**src/sv/bdr_fifo.sv**
```systemverilog
`default_nettype none

module bdr_fifo #(
  parameter int WIDTH = 8,
  parameter int DEPTH = 4,
  localparam int AW = $clog2(DEPTH),
  localparam int CNTW = $clog2(DEPTH + 1)
) (
  input  wire logic             clk,
  input  wire logic             rst_n,
  input  wire logic             wr_en,
  input  wire logic [WIDTH-1:0] wr_data,
  input  wire logic             rd_en,
  output logic      [WIDTH-1:0] rd_data,
  output logic                  full,
  output logic                  empty,
  output logic      [CNTW-1:0]  count
);

  logic [WIDTH-1:0] mem [DEPTH];
  logic [AW-1:0]    wr_ptr_r, wr_ptr_nxt;
  logic [AW-1:0]    rd_ptr_r, rd_ptr_nxt;
  logic [CNTW-1:0]  cnt_r, cnt_nxt;
  logic             do_wr, do_rd;

  assign full    = (cnt_r == CNTW'(DEPTH));
  assign empty   = (cnt_r == '0);
  assign count   = cnt_r;
  assign rd_data = mem[rd_ptr_r];
  assign do_wr   = wr_en && !full;
  assign do_rd   = rd_en && !empty;

  always_comb begin
    wr_ptr_nxt = wr_ptr_r;
    rd_ptr_nxt = rd_ptr_r;
    cnt_nxt    = cnt_r;
    if (do_wr) begin
      wr_ptr_nxt = (wr_ptr_r == AW'(DEPTH - 1)) ? '0 : wr_ptr_r + AW'(1);
    end
    if (do_rd) begin
      rd_ptr_nxt = (rd_ptr_r == AW'(DEPTH - 1)) ? '0 : rd_ptr_r + AW'(1);
    end
    if (do_wr && !do_rd) begin
      cnt_nxt = cnt_r + CNTW'(1);
    end else if (do_rd && !do_wr) begin
      cnt_nxt = cnt_r - CNTW'(1);
    end
  end

  always_ff @(posedge clk) begin
    if (!rst_n) begin
      wr_ptr_r <= '0;
      rd_ptr_r <= '0;
      cnt_r    <= '0;
    end else begin
      wr_ptr_r <= wr_ptr_nxt;
      rd_ptr_r <= rd_ptr_nxt;
      cnt_r    <= cnt_nxt;
    end
  end

  always_ff @(posedge clk) begin
    if (do_wr) begin
      mem[wr_ptr_r] <= wr_data;
    end
  end

endmodule

`default_nettype wire

```
**config.mk**
```make
export PLATFORM = sky130hd
export DESIGN_NAME = bdr_fifo
export DESIGN_NICKNAME = d
export VERILOG_FILES = /design/src/sv/bdr_fifo.sv
export SDC_FILE = /design/constraint.sdc
export NUM_CORES = 1
export LEC_CHECK = 0
export CAP_MARGIN = 5
export CORE_UTILIZATION = 55
export CTS_CLUSTER_SIZE = 30
export DETAILED_ROUTE_END_ITERATION = 8
export DONT_BUFFER_PORTS = 1
export GPL_TIMING_DRIVEN = 0
export PLACE_DENSITY_LB_ADDON = 0.3
export SYNTH_ARGS = -nofsm -noshare
export SYNTH_HDL_FRONTEND = slang
export SYNTH_SLANG_ARGS = --single-unit
export TNS_END_PERCENT = 20
```
**constraint.sdc**
```tcl
create_clock -name clk -period 2 [get_ports clk]
set_clock_uncertainty 0.1 [all_clocks]
set_input_delay 0.4 -clock clk [delete_from_list [all_inputs] [get_ports clk]]
set_output_delay 0.4 -clock clk [all_outputs]
set_load 0.1 [all_outputs]
```
==> results.py, run 1 <==
metrics = {
    "clock_tree": {
        "cts_max_level": 2,
        "ctsLongestPathBuffers": 2,
        "worstSkewPairLatency_ns": 0.32,
        "ctsHoldBuffers": 0,
        "clock-sinks": 41,
        "cts_tree": "yes",
        "cts_inserted_buffers": 5,
        "root_buffer": "clkbuf_4",
        "path_clk_slew_ns": 0.11,
    },
    "route": {
        "vias_per_cell": 5.71,
        "wl_per_cell_um": 16.8,
        "dr.pass1.iters": 4,
        "routed_wl_mm": 2.30,
        "ant_nets": 0,
        "num_vias": 782,
        "dr.first_iter.drc_count": 27,
        "drcViolationCount": 0,
    },
    "setup_path": {
        "path_delay_family": "simple AND/OR/NAND/NOR gates",
        "cp.required_ns": 2.16,
        "cp_num_buf_inv": 2,
        "cp-start-kind": "flop",
        "rr_worst_depth": 9,
        "cp.arrival_ns": 3.07,
        "path_class": "reg2reg",
        "crit_path_top_delay_cell": "nor3b_4",
        "cp_num_cells": 9,
        "path_max_fanout": 6,
        "path_cells": "nor3b_4 -> nor2b_1 -> buf_4 -> ha_4 -> inv_2 -> fa_2 -> xor2_1 -> or3_1 -> a21boi_2",
        "slowest_delay_ns": 0.95,
        "endpoint_kind": "flop",
    },
    "die": {
        "row_count": 19,
        "boundaryPins": 25,
        "die_area_sq_mm": 0.00319,
        "core_sq_mm": 0.00278,
        "die_w_um": 56.4,
        "initial_utilization_pct": 58.6,
        "die_h_um": 56.4,
    },
    "outcome": {
        "status": "complete, but fails checks",
        "violations": "negative setup slack",
    },
    "sta": {
        "drv_slew": 0,
        "worst_slack_ns": -0.915,
        "fmax_mhz": 343,
        "setup_tns_ns": -22.40,
        "hold_violations": 0,
        "tightest_slew_ns": 1.07,
        "maxSlewHeadroom_pct": 28.7,
        "setup_viol": 47,
        "fin_crit_ns": 2.92,
        "min_period_over_period_pct": 146,
        "rsz0062_at_grt": "yes",
    },
    "finish": {
        "final_nets": 124,
        "n_antenna_cell": 0,
        "utilization_pct": 66.8,
        "final_cells": 137,
        "area_delta_synth_final_pct": 14.0,
        "drive_above_1_share_pct": 34.0,
        "layout_common_cells": "32 x edfxtp_1, 8 x mux4_2, 6 x nand2_1",
        "final_common_cell": "edfxtp_1",
        "final_cell_area_sq_mm": 0.00186,
    },
    "synthesis": {
        "ys_seq_area_share_pct": 70.0,
        "synth_seq_cells": 41,
        "synth_warnings": 0,
        "avgSynthCellArea_sq_um": 17.5,
        "synthesis.nets": 112,
        "postSynthCellCount": 93,
        "syn_area_sq_mm": 0.00163,
        "synthDistinctLibCells": 23,
    },
    "placed_design": {
        "io_buffer_count": 0,
        "gp_congestion": 0.638,
        "place_inst": 124,
        "dp.final_hpwl_mm": 1.59,
        "placed_area_sq_mm": 0.00171,
    },
    "global_routing": {
        "grt_max_degree": 13,
        "first_global_vias": 865,
        "grt_overflow": 0,
        "track_usage_pct": 16.6,
        "grt_pass1_wl_mm": 3.80,
        "antenna_found_initial": 0,
    },
    "worst_hold_path": {
        "min_path_type": "in2reg",
        "hold_depth": 0,
    },
    "flow_run": {
        "maxCapViolations": 0,
    },
}
## sequential cells by signal, indices dropped and copies added, names as in the netlist, named ones only
register / cells
wr_ptr_r: 2
mem: 32
count: 3
rd_ptr_r: 2
## cells by family (layout without fill, tap and decap cells)
family / count (synthesis) / after routing / synth area share (%)
and+or+nand+nor: 20 / 20 / 6.60
muxes: 11 / 11 / 12.9
adders and majority gates: 7 / 7 / 5.83
DFF: 41 / 41 / 70.0
xor gates and xnor gates: 2 / 2 / 1.07
buffers and inverters: 7 / 20 / 1.76
AOI/OAI and AO/OA: 5 / 5 / 1.84
## per-stage QoR
step / hold WS [ns] / setup slack, ns
after global placement: 0.385 / -0.846
final: 0.0518 / -0.915
after detailed placement: 0.399 / -0.896
after CTS: 0.0363 / -0.891
after global routing: 0.0127 / -1.05
after floorplan: 0.368 / -0.784
## repair_timing
action | CTS | global route
setup buffers | 2 | 3
pin swaps | 4 | 0
gates resized for setup | 12 | 3
endpoints found under the setup margin | 47 | 51
endpoints found under the hold margin | 0 | 0
## metal layers
layer  part of all wire, %  track usage, %  vias to the layer above  wire (um)
met5                     0               0                        -          0
met4                   1.8            6.27                        0         42
met3                   5.6            6.91                        5        129
met2                    52            29.9                       26       1200
met1                    40            16.8                      379        923
li1                      -               -                      372          -
## layout make-up
type	count	area, sq um
clock buffer	6	41.3
tap	31	38.8
multi-input combinational	45	507
fill	190	923
buffer	4	36.3
inverter	3	11.3
sequential	41	1150
clock inverter	2	33.8
timing repair buffer	5	41.3
## worst paths after layout
check / start / endpoint / slack [ns]
max: count[2] / count[2] / -0.92
min reg2reg: wr_ptr_r[0] / wr_ptr_r[0] / 0.44
min: wr_data[4] / mem[3][4] / 0.05
max reg2reg: count[2] / count[2] / -0.92
## synthesized netlist by cell type, drive strengths merged
cell type	count	area [sq um]
nor2b	2	12.5
mux4	8	180
nor3b	1	12.5
a21boi	1	7.51
fa	1	20.0
clkbuf	1	3.75
buf	3	13.8
and2	5	31.3
nand2	6	22.5
o31ai	1	7.51
edfxtp	32	961
dfxtp	9	180
xnor2	1	8.76
xor2	1	8.76
nor3	1	5.00
nor2	2	7.51
nand3	2	10.0
or3	1	6.26
inv	3	11.3
ha	6	75.1
o21ai	3	15.0
mux2i	3	30.0
Power of run 1 is not shown: default switching activity piles up to over one toggle a cycle in this logic, so the estimate is an artifact.
==> run 2: changes to the inputs <==
--- a/config.mk
+++ b/config.mk
@@ -11,6 +11,8 @@
 export DETAILED_ROUTE_END_ITERATION = 8
 export DONT_BUFFER_PORTS = 1
 export GPL_TIMING_DRIVEN = 0
+export HOLD_SLACK_MARGIN = 0.1
+export MAX_ROUTING_LAYER = met4
 export PLACE_DENSITY_LB_ADDON = 0.3
 export SYNTH_ARGS = -nofsm -noshare
 export SYNTH_HDL_FRONTEND = slang
==> run 2 against run 1 <==
- the run still ends with negative setup slack left
- cell area grew 4.3%
- via count grew 4.5%
- register-to-register slack is essentially flat
==> results.py, run 2 (synthesized netlist as in run 1, its figures left out) <==
metrics = {
    "setup_path": {
        "cp.required_ns": 2.16,
        "slowest_delay_ns": 0.95,
        "endpoint_kind": "flop",
        "path_cells": "nor3b_4 -> nor2b_1 -> buf_4 -> ha_4 -> inv_2 -> fa_2 -> xor2_1 -> or3_1 -> a21boi_2",
        "path_delay_family": "simple AND/OR/NAND/NOR gates",
        "cp_num_buf_inv": 2,
        "path_class": "reg2reg",
        "path_max_fanout": 6,
        "crit_path_top_delay_cell": "nor3b_4",
        "cp-start-kind": "flop",
        "cp.arrival_ns": 3.07,
    },
    "worst_hold_path": {
        "min_path_type": "in2reg",
    },
    "clock_tree": {
        "root_buffer": "clkbuf_4",
        "cts_inserted_buffers": 5,
        "ctsLongestPathBuffers": 2,
        "worstSkewPairLatency_ns": 0.32,
        "path_clk_slew_ns": 0.10,
        "cts_tree": "yes",
        "clock-sinks": 41,
        "cts_max_level": 2,
    },
    "finish": {
        "area_delta_synth_final_pct": 18.9,
        "layout_common_cells": "32 x edfxtp_1, 8 x mux4_2, 8 x dlygate4sd3_1, 6 x nand2_1",
        "final_common_cell": "edfxtp_1",
        "n_antenna_cell": 0,
        "utilization_pct": 69.7,
        "largest_reg_flops": 32,
        "drive_above_1_share_pct": 31.6,
        "final_nets": 132,
        "largest-register": "mem",
        "multiInputGateArea_sq_um": 507,
        "regArea_sq_mm": 0.00115,
        "fill_cells": 182,
    },
    "placed_design": {
        "pre_cts_slack_ns": -0.896,
        "dp.final_hpwl_mm": 1.59,
        "gp_congestion": 0.644,
        "io_buffer_count": 0,
    },
    "outcome": {
        "violations": "negative setup slack",
        "status": "complete, but fails checks",
    },
    "route": {
        "vias_per_cell": 5.63,
        "ant_nets": 0,
        "dr.pass1.iters": 4,
        "num_vias": 817,
        "wl_per_cell_um": 16.2,
        "drcViolationCount": 0,
        "dr.first_iter.drc_count": 14,
        "routed_wl_mm": 2.36,
    },
    "die": {
        "core_sq_mm": 0.00278,
        "row_count": 19,
        "die_w_um": 56.4,
        "initial_utilization_pct": 58.6,
        "die_h_um": 56.4,
        "die_area_sq_mm": 0.00319,
        "boundaryPins": 25,
    },
    "sta": {
        "worst_slack_ns": -0.913,
        "min_period_over_period_pct": 146,
        "fin_crit_ns": 2.91,
        "setup_viol": 47,
        "drv_slew": 0,
        "maxSlewHeadroom_pct": 28.7,
        "rsz0062_at_grt": "yes",
        "tightest_slew_ns": 1.07,
        "fmax_mhz": 343,
        "hold_violations": 0,
    },
    "global_routing": {
        "grt_overflow": 0,
        "grt_pass1_wl_mm": 3.93,
        "first_global_vias": 885,
        "track_usage_pct": 17.6,
        "grt_max_degree": 13,
        "antenna_found_initial": 0,
    },
    "flow_run": {
        "maxCapViolations": 0,
    },
}
-- run 2: worst register-to-register path, delay by kind of cell (launching register included) --
kind | cells | cell delay [ns]
DFF | 1 | 0.58
buffers and inverters | 2 | 0.23
xor gates and xnor gates | 1 | 0.07
adders and majority gates | 2 | 0.34
AOI/OAI and AO/OA | 1 | 0.14
and+or+nand+nor | 3 | 1.38
-- run 2: timing repair --
item	4_1_cts	5_1_grt
resized for setup	12	3
hold buffers	8	0
buffers inserted	2	3
endpoints found under the setup margin	47	51
hold endpoints to repair	32	0
pin swaps	4	0
-- run 2: area by class of cell --
type	count	share of cell area (%)
buffer	4	1.87
tap	31	2.00
multi-input combinational	45	26.1
inverter	3	0.581
timing repair buffer	13	6.26
sequential	41	59.3
clock inverter	2	1.74
clock buffer	6	2.13
-- run 2: per-layer routing --
layer  part of all wire (%)  up-vias  track usage [%]
li1                       -      393                -
met1                     40      395             18.8
met2                     53       24             30.1
met3                    5.4        5             6.22
met4                    1.8        0             6.27
met5                      0        -                -
-- run 2: worst paths after layout --
check | start | to | slack, ns | cells past startpoint
worst min register to register | wr_ptr_r[1] | wr_ptr_r[1] | 0.43 | 2
worst max-delay path | count[2] | count[2] | -0.91 | 9
worst max register to register | count[2] | count[2] | -0.91 | 9
worst min-delay path | rst_n | rd_ptr_r[1] | 0.16 | 2
-- run 2: metrics by stage --
stage | instance area, sq um | hold slack [ns] | std cells | TNS (ns)
floorplan | 1670 | 0.368 | 93 | -14.28
global placement | 1710 | 0.385 | 124 | -18.22
detailed placement | 1710 | 0.399 | 124 | -18.31
CTS | 1900 | 0.144 | 142 | -20.10
global route | 1940 | 0.159 | 145 | -27.20
finish | 1940 | 0.156 | 145 | -22.42
Power of run 2 is left out for the same reason.
