--- src/sv/bdr_pkg.sv ---
`default_nettype none

package bdr_pkg;

  // Fixed field widths.
  localparam int CH_W       = 8;
  localparam int ROW_W      = 12;
  localparam int OCOL_W     = 12;
  localparam int HGT_W      = 13;
  localparam int MAX_HEIGHT = 4096;

  // Configuration port.
  localparam int CFG_IDX_W    = 2;
  localparam int CFG_DATA_W   = 13;
  localparam int CFG_FACTOR_W = 4;

  localparam logic [CFG_IDX_W-1:0] CFG_FACTOR = 2'd0;
  localparam logic [CFG_IDX_W-1:0] CFG_WIDTH  = 2'd1;
  localparam logic [CFG_IDX_W-1:0] CFG_HEIGHT = 2'd2;

  localparam logic [CFG_FACTOR_W-1:0] FACTOR_RST = 4'd2;
  localparam logic [CFG_DATA_W-1:0]   WIDTH_RST  = 13'd1024;
  localparam logic [HGT_W-1:0]        HEIGHT_RST = 13'd1024;

  typedef struct packed {
    logic [CH_W-1:0] red_in;
    logic [CH_W-1:0] green_in;
    logic [CH_W-1:0] blue_in;
  } in_pix_t;

  typedef struct packed {
    logic [CH_W-1:0]   red_out;
    logic [CH_W-1:0]   green_out;
    logic [CH_W-1:0]   blue_out;
    logic [OCOL_W-1:0] out_column;
    logic [ROW_W-1:0]  out_row;
    logic              frame_done;
  } out_pix_t;

  // Classification of one kept source pixel, handed from front to back.
  typedef struct packed {
    logic             first;
    logic             emit;
    logic             frame_done;
    logic [ROW_W-1:0] out_row;
  } work_meta_t;

endpackage

`default_nettype wire

--- src/sv/bdr_front.sv ---
`default_nettype none

module bdr_front #(
  parameter int MAX_WIDTH = 4096,
  parameter int MAX_FACTOR = 8,
  localparam int CW = $clog2(MAX_WIDTH),
  localparam int FW = $clog2(MAX_FACTOR + 1)
) (
  input  wire logic                                clk,
  input  wire logic                                rst_n,
  input  wire logic                                cfg_we,
  input  wire logic [bdr_pkg::CFG_IDX_W-1:0]       cfg_index,
  input  wire logic [bdr_pkg::CFG_DATA_W-1:0]      cfg_data,
  input  wire logic                                acc,
  input  wire bdr_pkg::in_pix_t                    pix,
  output logic                                     wk_valid,
  output logic [CW-1:0]                            wk_col,
  output bdr_pkg::work_meta_t                      wk_meta,
  output bdr_pkg::in_pix_t                         wk_pix,
  output logic [FW-1:0]                            eff_f
);

  localparam int WW  = $clog2(MAX_WIDTH + 1);
  localparam int CX  = WW + 2;
  localparam int RX  = bdr_pkg::HGT_W + 2;
  localparam int FBW = $clog2(MAX_FACTOR);
  localparam int HW  = bdr_pkg::HGT_W;
  localparam int RW  = bdr_pkg::ROW_W;

  logic [bdr_pkg::CFG_FACTOR_W-1:0] factor_r;
  logic [bdr_pkg::CFG_DATA_W-1:0]   width_r;
  logic [HW-1:0]                    height_r;

  logic [CW-1:0]  col_r, col_nxt, cbase_r, cbase_nxt, ocol_r, ocol_nxt;
  logic [FBW-1:0] cib_r, cib_nxt, rib_r, rib_nxt;
  logic [RW-1:0]  row_r, row_nxt, rbase_r, rbase_nxt, orow_r, orow_nxt;

  logic [WW-1:0] eff_w;
  logic [HW-1:0] eff_h;
  logic          restart;
  logic          col_fit, col_last, row_fit, row_last;
  logic          col_end, cib_end, row_end, rib_end;

  // Out-of-range register values saturate; zero acts as one.
  always_comb begin
    if (factor_r == '0) begin
      eff_f = FW'(1);
    end else if (32'(factor_r) > MAX_FACTOR) begin
      eff_f = FW'(MAX_FACTOR);
    end else begin
      eff_f = FW'(factor_r);
    end
    if (width_r == '0) begin
      eff_w = WW'(1);
    end else if (32'(width_r) > MAX_WIDTH) begin
      eff_w = WW'(MAX_WIDTH);
    end else begin
      eff_w = WW'(width_r);
    end
    if (height_r == '0) begin
      eff_h = HW'(1);
    end else if (32'(height_r) > bdr_pkg::MAX_HEIGHT) begin
      eff_h = HW'(bdr_pkg::MAX_HEIGHT);
    end else begin
      eff_h = height_r;
    end
  end

  always_comb begin
    case (cfg_index)
      bdr_pkg::CFG_FACTOR: restart = cfg_we;
      bdr_pkg::CFG_WIDTH:  restart = cfg_we;
      bdr_pkg::CFG_HEIGHT: restart = cfg_we;
      default:             restart = 1'b0;
    endcase
  end

  // A block is whole when its base plus one factor stays inside the image;
  // it is the last of its row or column when a further block would not fit.
  assign col_fit  = (CX'(cbase_r) + CX'(eff_f)) <= CX'(eff_w);
  assign col_last = (CX'(cbase_r) + CX'(eff_f) + CX'(eff_f)) > CX'(eff_w);
  assign row_fit  = (RX'(rbase_r) + RX'(eff_f)) <= RX'(eff_h);
  assign row_last = (RX'(rbase_r) + RX'(eff_f) + RX'(eff_f)) > RX'(eff_h);

  assign col_end = (WW'(col_r) + WW'(1)) >= eff_w;
  assign cib_end = (FW'(cib_r) + FW'(1)) >= eff_f;
  assign row_end = (HW'(row_r) + HW'(1)) >= eff_h;
  assign rib_end = (FW'(rib_r) + FW'(1)) >= eff_f;

  assign wk_valid           = acc && col_fit && row_fit;
  assign wk_col             = ocol_r;
  assign wk_pix             = pix;
  assign wk_meta.first      = (cib_r == '0) && (rib_r == '0);
  assign wk_meta.emit       = cib_end && rib_end;
  assign wk_meta.frame_done = col_last && row_last;
  assign wk_meta.out_row    = orow_r;

  always_comb begin
    col_nxt   = col_r;
    cib_nxt   = cib_r;
    cbase_nxt = cbase_r;
    ocol_nxt  = ocol_r;
    row_nxt   = row_r;
    rib_nxt   = rib_r;
    rbase_nxt = rbase_r;
    orow_nxt  = orow_r;
    if (col_end) begin
      col_nxt   = '0;
      cib_nxt   = '0;
      cbase_nxt = '0;
      ocol_nxt  = '0;
      if (row_end) begin
        row_nxt   = '0;
        rib_nxt   = '0;
        rbase_nxt = '0;
        orow_nxt  = '0;
      end else begin
        row_nxt = row_r + RW'(1);
        if (rib_end) begin
          rib_nxt   = '0;
          rbase_nxt = row_r + RW'(1);
          orow_nxt  = orow_r + RW'(1);
        end else begin
          rib_nxt = rib_r + FBW'(1);
        end
      end
    end else begin
      col_nxt = col_r + CW'(1);
      if (cib_end) begin
        cib_nxt   = '0;
        cbase_nxt = col_r + CW'(1);
        ocol_nxt  = ocol_r + CW'(1);
      end else begin
        cib_nxt = cib_r + FBW'(1);
      end
    end
  end

  always_ff @(posedge clk) begin
    if (!rst_n) begin
      factor_r <= bdr_pkg::FACTOR_RST;
      width_r  <= bdr_pkg::WIDTH_RST;
      height_r <= bdr_pkg::HEIGHT_RST;
    end else if (cfg_we) begin
      case (cfg_index)
        bdr_pkg::CFG_FACTOR: factor_r <= cfg_data[bdr_pkg::CFG_FACTOR_W-1:0];
        bdr_pkg::CFG_WIDTH:  width_r  <= cfg_data;
        bdr_pkg::CFG_HEIGHT: height_r <= cfg_data;
        default: ;
      endcase
    end
  end

  always_ff @(posedge clk) begin
    if (!rst_n || restart) begin
      col_r   <= '0;
      cib_r   <= '0;
      cbase_r <= '0;
      ocol_r  <= '0;
      row_r   <= '0;
      rib_r   <= '0;
      rbase_r <= '0;
      orow_r  <= '0;
    end else if (acc) begin
      col_r   <= col_nxt;
      cib_r   <= cib_nxt;
      cbase_r <= cbase_nxt;
      ocol_r  <= ocol_nxt;
      row_r   <= row_nxt;
      rib_r   <= rib_nxt;
      rbase_r <= rbase_nxt;
      orow_r  <= orow_nxt;
    end
  end

endmodule

`default_nettype wire

--- config.mk ---
export PLATFORM = sky130hd
export DESIGN_NAME = bdr_front
export DESIGN_NICKNAME = d
export VERILOG_FILES = /design/src/sv/bdr_pkg.sv /design/src/sv/bdr_front.sv
export SDC_FILE = /design/constraint.sdc
export NUM_CORES = 1
export LEC_CHECK = 0
export ABC_AREA = 1
export BUFFER_PORTS_ARGS = -buffer_cell sky130_fd_sc_hd__buf_2
export CAP_MARGIN = 25
export CORE_MARGIN = 1.5
export CORE_UTILIZATION = 35
export DETAILED_ROUTE_END_ITERATION = 6
export SYNTH_ARGS = -nofsm -noshare
export SYNTH_HDL_FRONTEND = slang
export SYNTH_SLANG_ARGS = --single-unit
--- constraint.sdc ---
create_clock -name clk -period 4.05 [get_ports clk]
set_clock_uncertainty 0.05 [all_clocks]
set_input_delay 0 -clock clk [delete_from_list [all_inputs] [get_ports clk]]
set_output_delay 0 -clock clk [all_outputs]
set_load 0.01 [all_outputs]
==> results of run 1 <==
==> power groups by stage <==
stage          clock network, µW  logic [µW]  registers (µW)
2_1_floorplan                  0         754            1170
3_3_place_gp                   0         974            1180
3_5_place_dp                   0         989            1180
4_1_cts                      898        1080            1160
5_1_grt                      941        1270            1170
6_report                     871        1120            1160
==> worst max-delay path, delay by kind of cell, from the launching register on <==
family                   cells  cell delay (ns)
adder cells (fa/ha/maj)      4             1.32
AND/OR/NAND/NOR             12             0.86
flip-flops                   1             0.32
XOR/XNOR                     1             0.14
AO/OA/AOI/OAI                4             0.49
buffers and inverters        7             0.48
==> cell usage after synthesis (2+ instances only) <==
| cell type | instances | area [µm²] |
|---|---|---|
| a31oi_1 | 3 | 18.8 |
| o21ai_0 | 62 | 310 |
| nor2_4 | 2 | 22.5 |
| o21bai_1 | 3 | 22.5 |
| buf_4 | 28 | 210 |
| a21o_1 | 2 | 15.0 |
| nand2_1 | 319 | 1200 |
| o211ai_1 | 3 | 22.5 |
| or2_2 | 4 | 25.0 |
| nand3b_1 | 6 | 45.0 |
| ha_1 | 110 | 1380 |
| a21oi_1 | 89 | 445 |
| inv_2 | 2 | 7.51 |
| and2_1 | 2 | 12.5 |
| xnor2_1 | 14 | 123 |
| buf_2 | 8 | 40.0 |
| fa_1 | 4 | 80.1 |
| nor3_1 | 11 | 55.1 |
| nor2_1 | 238 | 893 |
| inv_1 | 162 | 608 |
| a211oi_1 | 11 | 82.6 |
| clkbuf_1 | 24 | 90.1 |
| nand3_1 | 82 | 410 |
| nor4_1 | 5 | 31.3 |
| nand4_1 | 34 | 213 |
| nand2_2 | 2 | 12.5 |
| xor2_1 | 38 | 333 |
| dfxtp_1 | 108 | 2160 |
==> layer usage <==
layer | track usage | vias up | routed length (µm)
met1 | 0.244 | 3965 | 11900
li1 | - | 4663 | -
met2 | 0.299 | 133 | 10700
met5 | 0 | - | 0
met4 | 0.0409 | 0 | 239
met3 | 0.0231 | 15 | 717
==> through the flow <==
| stage | cells | hold WS, ns | cell area, µm² | setup WS [ns] | util |
|---|---|---|---|---|---|
| 5_1_grt | 1811 | 0.0733 | 10700 | -0.182 | 0.423 |
| 2_1_floorplan | 1391 | 0.0418 | 9030 | 0.108 | - |
| 6_report | 1811 | 0.0325 | 10700 | 0.0188 | 0.423 |
| 3_5_place_dp | 1734 | -0.0499 | 9550 | 0.0120 | 0.378 |
| 3_3_place_gp | 1734 | -0.0499 | 9550 | 0.0717 | 0.378 |
| 4_1_cts | 1803 | 0.0187 | 10500 | -0.0531 | 0.415 |
==> registers in the layout, summed over array words and instances (netlist names) <==
name / cells
rib_r: 3
cib_r: 3
orow_r: 12
rbase_r: 12
width_r: 13
height_r: 13
factor_r: 4
wk_col: 12
col_r: 12
cbase_r: 12
row_r: 12
==> worst max-delay path by stage <==
stage / end / depth (start not counted) / start / slack, ns
6_report: wk_meta[12] / 28 / factor_r[1] / 0.02
5_1_grt: wk_meta[12] / 28 / factor_r[1] / -0.18
2_1_floorplan: wk_meta[12] / 23 / factor_r[1] / 0.11
3_5_place_dp: wk_meta[12] / 27 / factor_r[1] / 0.01
4_1_cts: wk_meta[12] / 28 / factor_r[1] / -0.05
3_3_place_gp: wk_meta[12] / 25 / factor_r[1] / 0.07
==> cell type report <==
| type | instances | area [µm²] | area share |
|---|---|---|---|
| well taps | 330 | 413 | 0.0386 |
| multi-input cells | 1058 | 6220 | 0.582 |
| repair buffers | 135 | 1000 | 0.0936 |
| clock inverters | 7 | 50.0 | 0.00468 |
| clock buffers | 9 | 225 | 0.0211 |
| flip-flops and latches | 108 | 2170 | 0.203 |
| inverters | 164 | 618 | 0.0578 |
==> cell families (layout without fill, tap and decap cells) <==
| family | count (synthesis) | after routing | share of synthesized area |
|---|---|---|---|
| and+or+nand+nor | 711 | 711 | 0.332 |
| DFF | 108 | 108 | 0.239 |
| adders and majority gates | 114 | 114 | 0.161 |
| AOI/OAI and AO/OA | 180 | 180 | 0.109 |
| xor gates and xnor gates | 53 | 53 | 0.0522 |
| buffers and inverters | 225 | 315 | 0.106 |
==> what timing repair did <==
action | CTS | global route
gates resized for setup | 44 | 40
endpoints found under the hold margin | 54 | 0
hold buffers | 40 | 0
pin swaps | 31 | 22
endpoints found under the setup margin | 2 | 2
setup buffers | 13 | 8
==> reports/metrics.yaml, run 1 <==
finish:
  antenna_cells: 0
  mostFrequentLayoutCells: "309 x nand2_1, 225 x nor2_1, 155 x inv_1"
  drive_gt1_frac: 0.132
  layout.nets: 1633
  fillers: 2665
  syn2layout_area_growth_pct: 18.4
  layout_commonest_cell: "nand2_1"
hold_path:
  whs_path_depth: 4
  hold_class: "primary input to flip-flop"
  min_from: "cfg_index[1]"
  whs_endpoint: "factor_r[3]"
clock_network:
  numCtsBuffers: 9
  clk_pin_slew_ns: 0.07
  numClockSinks: 108
  clk_latency_ns: 0.36
  cts_tree: "yes"
  cts_buffer_depth: 2
  clockRootBuffer: "clkbuf_16"
  cts_max_level: 3
global_routing:
  track_usage: 0.179
  antenna_found_initial: 0
  grt_max_degree: 37
  grt_pass1_vias: 8250
  grt_pass1_wl_um: 38800
  grt_overflow: 0
power:
  power.net_switching_uw: 1170
  power_uw: 3150
  seqPwrFrac: 0.367
  p_leak_uw: 0.00501
  internal-power_uw: 1980
  p_per_area_nw_per_um2: 295
  p_clk_frac: 0.277
  switching_share: 0.373
  peakVddDrop_mv: 0.205
  p_comb_frac: 0.356
routing:
  drtIter0Drc: 367
  drc: 0
  ant_nets: 0
  wl_per_cell_um: 13.0
  finalWirelength_um: 23600
  firstDrtPassIters: 7
  viasPerCell: 4.85
  route.vias.total: 8776
critical_path:
  cp_slowest_cell: "fa_2"
  arrival_ns: 3.98
  r2r_slack_ns: 0.66
  r2r_start: "height_r[8]"
  critPathMaxFanout: 4
  reg2reg_depth: 14
  r2r_end: "orow_r[1]"
  cp-start-kind: "flip-flop"
  cpPeakStageDelay_ns: 0.54
  crit_required_ns: 4.00
  endpoint_kind: "output pin"
  path_class: "flip-flop to output pin"
die:
  core_region_area_um2: 25300
  row_count: 58
  dieHeight_um: 164
  die-area_um2: 26800
  start_util: 0.358
  ios: 99
  die_w_um: 164
logic_synthesis:
  async_flop_share: 0
  synth-seq-cells: 108
  yosysSeqAreaShare: 0.239
  ys_types: 43
  synth_nets: 1548
  yosysWarnings: 0
  synth_area_per_cell_um2: 6.49
  syn_inst: 1391
  synth_flop_cell: "dfxtp_1"
  synth_edf_count: 0
  synth_area_um2: 9030
place:
  dp.final_hpwl_um: 17700
  finalWeightedCongestion: 0.818
  port_buffers: 50
timing:
  fmax_mhz: 248
  min_period_ns: 4.03
  hold_violations: 0
  slew-limit-headroom: 0.554
  tightest_slew_ns: 0.669
  setup_tns_ns: 0
  finalCritPeriodShare: 0.995
  maxSlewViolCount: 0
  setup_violations: 0
  rsz0062_at_grt: "yes"
status:
  status: "finished, final reports clean"
flow_run:
  maxCapViolCount: 0
Power figures use the tool's default switching activity.
==> run 2: changes to the inputs <==
==> constraint.sdc (replaced) <==
create_clock -name clk -period 3.4 [get_ports clk]
set_clock_uncertainty 0.05 [all_clocks]
set_input_delay 0 -clock clk [delete_from_list [all_inputs] [get_ports clk]]
set_output_delay 0 -clock clk [all_outputs]
set_load 0.01 [all_outputs]
==> run 2 against run 1 <==
Compared with the run above:
- the flow now finishes with violations (setup timing)
- combinational power rose by 36%
- critical endpoint unchanged
- clock power rose by 29%
- design area rose by 7.5%
==> reports/metrics.yaml, run 2 (synthesized netlist as in run 1, its figures left out) <==
status:
  status: "finished with violations"  # was finished, final reports clean
  violations: "setup timing"
power:
  seqPwrFrac: 0.343  # was 0.367
  p_leak_uw: 0.00537  # was 0.00501 µW
  internal-power_uw: 2590  # was 1980 µW
  p_comb_frac: 0.378  # was 0.356
  p_clk_frac: 0.279  # was 0.277
  power_uw: 4030  # was 3150 µW
  power.net_switching_uw: 1440  # was 1170 µW
  switching_share: 0.358  # was 0.373
  peakVddDrop_mv: 0.253  # was 0.205 mV
  p_per_area_nw_per_um2: 351  # was 295 nW/µm²
place:
  dp.cells: 1802  # was 1,734
  dp.final_hpwl_um: 18500  # was 17,700 µm
  finalWeightedCongestion: 0.852  # was 0.818
  port_buffers: 50  # unchanged
finish:
  layout.nets: 1699  # was 1,633
  antenna_cells: 0  # unchanged
  layout_commonest_cell: "nand2_1"  # unchanged
  syn2layout_area_growth_pct: 27.2  # was 18.4%
  mostFrequentLayoutCells: "300 x nand2_1, 219 x nor2_1, 147 x inv_1"  # was 309 x nand2_1, 225 x nor2_1, 155 x inv_1
  drive_gt1_frac: 0.193  # was 0.132
  fillers: 2584  # was 2,665
  largestRegisters: "height_r x13, width_r x13"  # unchanged
  stdcell_count: 1877  # was 1,811
die:
  core_region_area_um2: 25300  # unchanged
  die-area_um2: 26800  # unchanged
  start_util: 0.358  # unchanged
  dieHeight_um: 164  # unchanged
  ios: 99  # unchanged
  row_count: 58  # unchanged
  die_w_um: 164  # unchanged
flow_run:
  maxCapViolCount: 0  # unchanged
routing:
  viasPerCell: 4.85  # about the same
  wl_per_cell_um: 13.2  # was 13.0 µm
  drtIter0Drc: 510  # was 367
  ant_nets: 0  # unchanged
  drc: 0  # unchanged
  firstDrtPassIters: 5  # was 7
  finalWirelength_um: 24800  # was 23,600 µm
  route.vias.total: 9108  # was 8,776
clock_network:
  cts_buffer_depth: 2  # unchanged
  numClockSinks: 108  # unchanged
  cts_tree: "yes"  # unchanged
  clockRootBuffer: "clkbuf_16"  # unchanged
  clk_latency_ns: 0.36  # about the same
  clk_pin_slew_ns: 0.07  # about the same
  numCtsBuffers: 9  # unchanged
  cts_max_level: 3  # unchanged
timing:
  tightest_slew_ns: 0.819  # was 0.669 ns
  rsz0062_at_grt: "yes"  # unchanged
  fmax_mhz: 244
  finalWorstSetupSlack_ns: -0.695  # was 0.0188 ns
  slew-limit-headroom: 0.454  # was 0.554
  finalCritPeriodShare: 1.20
  setup_violations: 2  # was 0
  maxSlewViolCount: 0  # unchanged
  hold_violations: 0  # unchanged
  min_period_ns: 4.10
global_routing:
  grt_pass1_wl_um: 38800  # about the same
  grt_use_met1: 0.255  # was 0.244
  grt_pass1_vias: 8162  # was 8,250
  grt_busiest_layer: "met2"  # unchanged
  grt_overflow: 0  # unchanged
  track_usage: 0.181  # was 0.179
  use_met3: 0.0267  # was 0.0231
  grt_max_degree: 36  # was 37
  antenna_found_initial: 0  # unchanged
  grt_util_met2: 0.288  # was 0.299
critical_path:
  endpoint_kind: "output pin"  # unchanged
  cp-start-kind: "flip-flop"  # unchanged
  crit_required_ns: 3.35  # was 4.00 ns
  path_class: "flip-flop to output pin"  # unchanged
  arrival_ns: 4.05  # was 3.98 ns
  critPathMaxFanout: 4  # unchanged
hold_path:
  hold_class: "primary input to flip-flop"  # unchanged
## run 2: changes by cell type in the layout (fill, tap and decap cells not counted), sizes merged
cell and change:
clkbuf +3, clkinv -4, clkinvlp +1, nor2 +1, inv -1, buf +64, dlygate4sd3 +1, bufinv +1
## run 2: final cells by class
class,count,area (µm²),share of cell area
multi-input cells,1059,6450,0.561
flip-flops and latches,108,2170,0.189
repair buffers,200,1540,0.134
inverters,164,616,0.0536
well taps,330,413,0.0359
clock buffers,12,256,0.0223
clock inverters,4,55.1,0.00479
## run 2: worst max-delay path: stages (launching register included)
cell and delay (ns):
dfxtp_2 0.32, inv_2 0.07, nand2_2 0.07, a21oi_4 0.22
ha_4 0.17, inv_2 0.04, fa_2 0.39, xnor2_4 0.16
ha_4 0.30, nand2_2 0.05, inv_2 0.07, a21oi_4 0.06
nor2_2 0.16, nand3_2 0.12, nor2_4 0.12, buf_6 0.11
nand3_1 0.06, nand2_1 0.07, inv_1 0.04, ha_1 0.26
nand2_1 0.06, nor2_2 0.17, nand2_2 0.11, o21ai_2 0.19
inv_1 0.07, nor2_2 0.09, buf_2 0.14
## run 2: timing repair
item / 4_1_cts / 5_1_grt
cloned: 0 / 1
buffers inserted: 5 / 14
hold buffers: 41 / 0
pin swaps: 43 / 65
hold endpoints to repair: 54 / 0
endpoints found under the setup margin: 2 / 78
gates resized for setup: 50 / 77
## run 2: final timing paths
kind / from / end / slack [ns] / cells past startpoint
min: acc / col_r[5] / 0.04 / 2
min reg2reg: height_r[3] / height_r[3] / 0.43 / 2
max reg2reg: col_r[0] / col_r[9] / 0.21 / 19
max: factor_r[1] / wk_meta[12] / -0.70 / 26
## run 2: routing by layer
| layer | wire [µm] | up-vias |
|---|---|---|
| met4 | 145 | 0 |
| met2 | 11200 | 189 |
| li1 | - | 4793 |
| met5 | 0 | - |
| met3 | 1030 | 11 |
| met1 | 12400 | 4115 |
## run 2: metrics by stage
| stage | util | worst slack (ns) | hold WS [ns] | cell area [µm²] | setup TNS, ns |
|---|---|---|---|---|---|
| final | 0.455 | -0.695 | 0.0365 | 11500 | -0.972 |
| after detailed placement | 0.399 | -0.557 | -0.0499 | 10100 | -0.708 |
| after CTS | 0.437 | -0.727 | 0.0131 | 11000 | -1.10 |
| after global placement | 0.399 | -0.427 | -0.0499 | 10100 | -0.508 |
| after global routing | 0.455 | -0.907 | 0.0533 | 11500 | -1.54 |
| after floorplan | - | -0.164 | 0.0418 | 9070 | -0.164 |
## run 2: power by group through the flow
stage / combinational, µW / clock [µW] / sequential, µW
2_1_floorplan: 904 / 0 / 1400
3_3_place_gp: 1270 / 0 / 1400
3_5_place_dp: 1290 / 0 / 1410
4_1_cts: 1400 / 1160 / 1380
5_1_grt: 1710 / 1200 / 1390
6_report: 1520 / 1120 / 1380
